===== src/hw/rtl/pbmt_pkg.sv =====
// Package: constants, codes and types shared by the pattern bank match table.
package pbmt_pkg;

  localparam int unsigned IdBits      = 10;
  localparam int unsigned ElementBits = 16;
  localparam int unsigned MaxLayers   = 8;
  localparam int unsigned MaxHits     = 64;

  // Input item kinds
  typedef enum logic [2:0] {
    KindClear  = 3'd0,
    KindInsert = 3'd1,
    KindLookup = 3'd2,
    KindMatch  = 3'd3,
    KindLayer  = 3'd4
  } kind_e;

  // Result status codes
  typedef enum logic [1:0] {
    StatusOk    = 2'd0,
    StatusNone  = 2'd1,
    StatusTrunc = 2'd2,
    StatusDup   = 2'd3
  } status_e;

  // Controller states
  typedef enum logic [2:0] {
    StInit,
    StIdle,
    StClear,
    StRead,
    StWrite,
    StScan,
    StFlush
  } state_e;

  // Configuration register indexes
  localparam logic [0:0] RegLayersInUse = 1'd0;

endpackage


===== src/hw/rtl/pbmt_lane.sv =====
// One compare lane: checks one stored element against its key element.
module pbmt_lane import pbmt_pkg::*; #(
  parameter int unsigned ELEMENT_BITS = ElementBits
) (
  input  logic [ELEMENT_BITS-1:0] stored_i,
  input  logic [ELEMENT_BITS-1:0] key_i,
  input  logic                    enable_i,
  output logic                    equal_o
);

  // Lane disabled counts as a pass
  assign equal_o = !enable_i || (stored_i == key_i);

endmodule


===== config.mk =====
export PLATFORM = sky130hd
export DESIGN_NAME = pbmt_lane
export DESIGN_NICKNAME = d
export VERILOG_FILES = /design/src/hw/rtl/pbmt_pkg.sv /design/src/hw/rtl/pbmt_lane.sv
export SDC_FILE = /design/constraint.sdc
export NUM_CORES = 1
export LEC_CHECK = 0
export BUFFER_PORTS_ARGS = -buffer_cell sky130_fd_sc_hd__buf_2
export CORE_AREA = 2 2 39 41
export DETAILED_ROUTE_END_ITERATION = 10
export DIE_AREA = 0 0 41 43
export PLACE_DENSITY_LB_ADDON = 0.08
export SKIP_LAST_GASP = 1
export SLEW_MARGIN = 30
export SYNTH_ARGS = -nofsm -noshare
export SYNTH_HDL_FRONTEND = slang
export SYNTH_SLANG_ARGS = --single-unit
export TNS_END_PERCENT = 50

===== constraint.sdc =====
create_clock -name vclk -period 1.1
set_input_delay 0.22 -clock vclk [all_inputs]
set_output_delay 0.22 -clock vclk [all_outputs]
set_load 0.03 [all_outputs]

# Yosys cells after proc, flatten, opt, wreduce, memory -nomap -nowiden
# Cells that the tools add are included.
# Widths: inputs -> output; s select.
[totals] elab_cells=3 register_bits=0
[op_classes] n_reduce_logical=2 n_eq_ne=1
[ops] cell="$eq 16x16->1" count=1
[ops] cell="$logic_not 1->1" count=1
[ops] cell="$logic_or 1x1->1" count=1

# Longest topological paths before layout
[logic_depth] depth_word=2 depth_mapped=3 mapped_depth_nobuf=3

# Worst setup path before layout
# OpenSTA, ideal clock, no wires.
[synth_path] kind="in2out" start="input port key_i[11]" end="output port equal_o" n_path_buf=0 required_ns=0.880 cell_stages=3 arrival_ns=1.215 slack_ns=-0.335 cell_sequence="xnor2_1 nand4_1 o41ai_2"
[synth_between] elab_chain_len=2
[synth_rtl] item="start: declaration" line="pbmt_lane.sv:6" text="input logic [ELEMENT_BITS-1:0] key_i,"
[synth_rtl] item="$eq 16x16->1" line="pbmt_lane.sv:12" text="assign equal_o = !enable_i || (stored_i == key_i);"
[synth_rtl] item="$logic_or 1x1->1" line="pbmt_lane.sv:12"
[synth_rtl] item="end: declaration" line="pbmt_lane.sv:8" text="output logic equal_o"
# Every way passes these cells.

# Final worst setup path
[layout_path] start="input port key_i[14]" end="output port equal_o"
# Same word-level chain as after synthesis.

==> results.yml <==
status:
  status: "finished, violations left"
  violations: "negative setup slack"
setup_path:
  critPathRequiredTime_ps: 880
  worst-setup-path-type: "in2out"
  cp-end-kind: "primary output"
  timing.critical_path.arrival_ps: 1190
  crit_path_start_kind: "input port"
  crit_fanout: 1
place:
  gp_congestion: 0.5057
  io_buffers: 34
cells_and_area:
  nClkBuffers: 0
  seq_area_um2: 0
  drive_above_1_share_pct: 70.91
  diodes: 0
  area_growth_syn_to_layout_pct: 144.8
  fin_nets: 90
  fill_cells: 152
  seq_cells: 0
sta:
  tightest_slew_ps: 259.9
  min_period_ps: 1409
  report.final.slew_viol_count: 0
  timing.final.crit_share_pct: 128.1
  setup_viol: 1
  finalHoldViolations: 0
  max_slew_margin_pct: 82.62
  rsz0062_at_grt: "yes"
  holdWs_ps: 724.6
  max_freq_mhz: 709.9
  fin_ws_ps: -308.7
synthesis:
  yosys.area_share.xor_xnor_pct: 77.24
  synth_top_family_by_area: "XOR/XNOR gates"
  yosys_warnings: 0
  yosys-top-cells-count: "16 x xnor2_1, 4 x nand4_1, 1 x o41ai_2"
  yosysMostFrequentCell: "xnor2_1"
  ys_types: 3
  synth_area_per_cell_um2: 8.639
  yosys.area_share.adder_pct: 0
  synth_nets: 54
  synth_area_um2: 181.4
  yosysSeqAreaShare_pct: 0
  synth-simple-area-share_pct: 13.79
  syn_inst: 21
  synth_top_area_share_pct: 77.24
  muxShareOfSynthArea_pct: 0
  synth_area_leaders: "xnor2_1 77%, nand4_1 14%, o41ai_2 9.0%"
  synth_compound_area_share_pct: 8.966
  yosysTopAreaCell: "xnor2_1"
routing:
  routed_wl_um: 542
  drt_iter0_markers: 0
  drc: 0
  vias: 268
  post_drt_wl_per_cell_um: 7.634
  ant_nets: 0
  vias_per_cell: 3.775
  drt_pass1_iterations: 1
floorplan:
  io_pins: 34
  dieArea_mm2: 0.001763
  fp.dieW_um: 41
  rows: 14
  die_h_um: 43
  start_util_pct: 13.11
  core_mm2: 0.001384
global_route:
  grt_first_pass_wirelength_um: 779
  grt_overflow: 0
  grt_pass1_vias: 233
  antenna_found_initial: 0
  grt_max_degree: 2
  grt_use_total_pct: 5.900
pwr:
  p_leak_nw: 0.2210
  peakVddDrop_v: 0.0001135
  p_per_area_mw_per_mm2: 372.8
  p_total_mw: 0.1656
clock_network:
  cts_hold_buf: 0
  postCtsSetupRepairBufs: 0
hold_path:
  hold_path_end: "equal_o"
  hold_depth: 3
  min_from: "enable_i"
  hold_class: "in2out"
job:
  maxCapViolCount: 0
## what timing repair did
item | in CTS | in global routing
gates resized for setup | 1 | 6
pin swaps | 1 | 9
setup endpoints to repair | 1 | 1
cloned | 0 | 0
## power by group
part           internal [mW]  switching [mW]
clock network              0               0
registers                  0               0
logic                  0.107          0.0588
## cells by family (layout without fill, tap and decap cells)
kind of cell,Yosys count,count (layout)
simple gates,4,4
compound gates,1,1
xor+xnor,16,16
buf+inv,0,34
## metal layers
metal	share of wire, %	track usage (%)	up-vias
met3	13	0	0
met4	0	0	0
li1	-	-	142
met1	41	7.619	104
met2	46	10.94	22
met5	0	0	-
## placed cells by master, fill, tap and decap left out
master    n
xnor2_2   4
o41ai_4   1
nand4_1   4
xnor2_1  12
buf_6     5
buf_2    29
## worst max-delay path: stages
cell and delay (ps):
buf_2 100, xnor2_1 140, nand4_1 170, o41ai_4 370, buf_6 180
## worst max-delay path by stage
stage,startpoint,to,slack (ps),cells past startpoint
6_report,key_i[14],equal_o,-310,5
2_1_floorplan,key_i[5],equal_o,-200,3
4_1_cts,key_i[4],equal_o,-340,5
5_1_grt,stored_i[1],equal_o,-370,5
3_5_place_dp,key_i[4],equal_o,-360,5
3_3_place_gp,key_i[15],equal_o,-360,5
## through the flow
| stage | setup slack, ps | util (%) | setup TNS [ps] | cells | area [µm²] |
|---|---|---|---|---|---|
| after floorplan | -197.3 | - | -197.3 | 21 | 215.2 |
| after global placement | -356.5 | 29.29 | -356.5 | 71 | 405.4 |
| after detailed placement | -364.1 | 29.29 | -364.1 | 71 | 405.4 |
| after CTS | -338.5 | 29.48 | -338.5 | 71 | 407.9 |
| after global routing | -371.8 | 32.10 | -371.8 | 71 | 444.2 |
| final | -308.7 | 32.10 | -308.7 | 71 | 444.2 |
## layout make-up
type	count	area, µm²	share of cell area [%]
multi-input combinational	21	222.7	50.14
tap	16	20.02	4.507
timing repair buffer	34	201.4	45.35
Power figures use the tool's default switching activity.
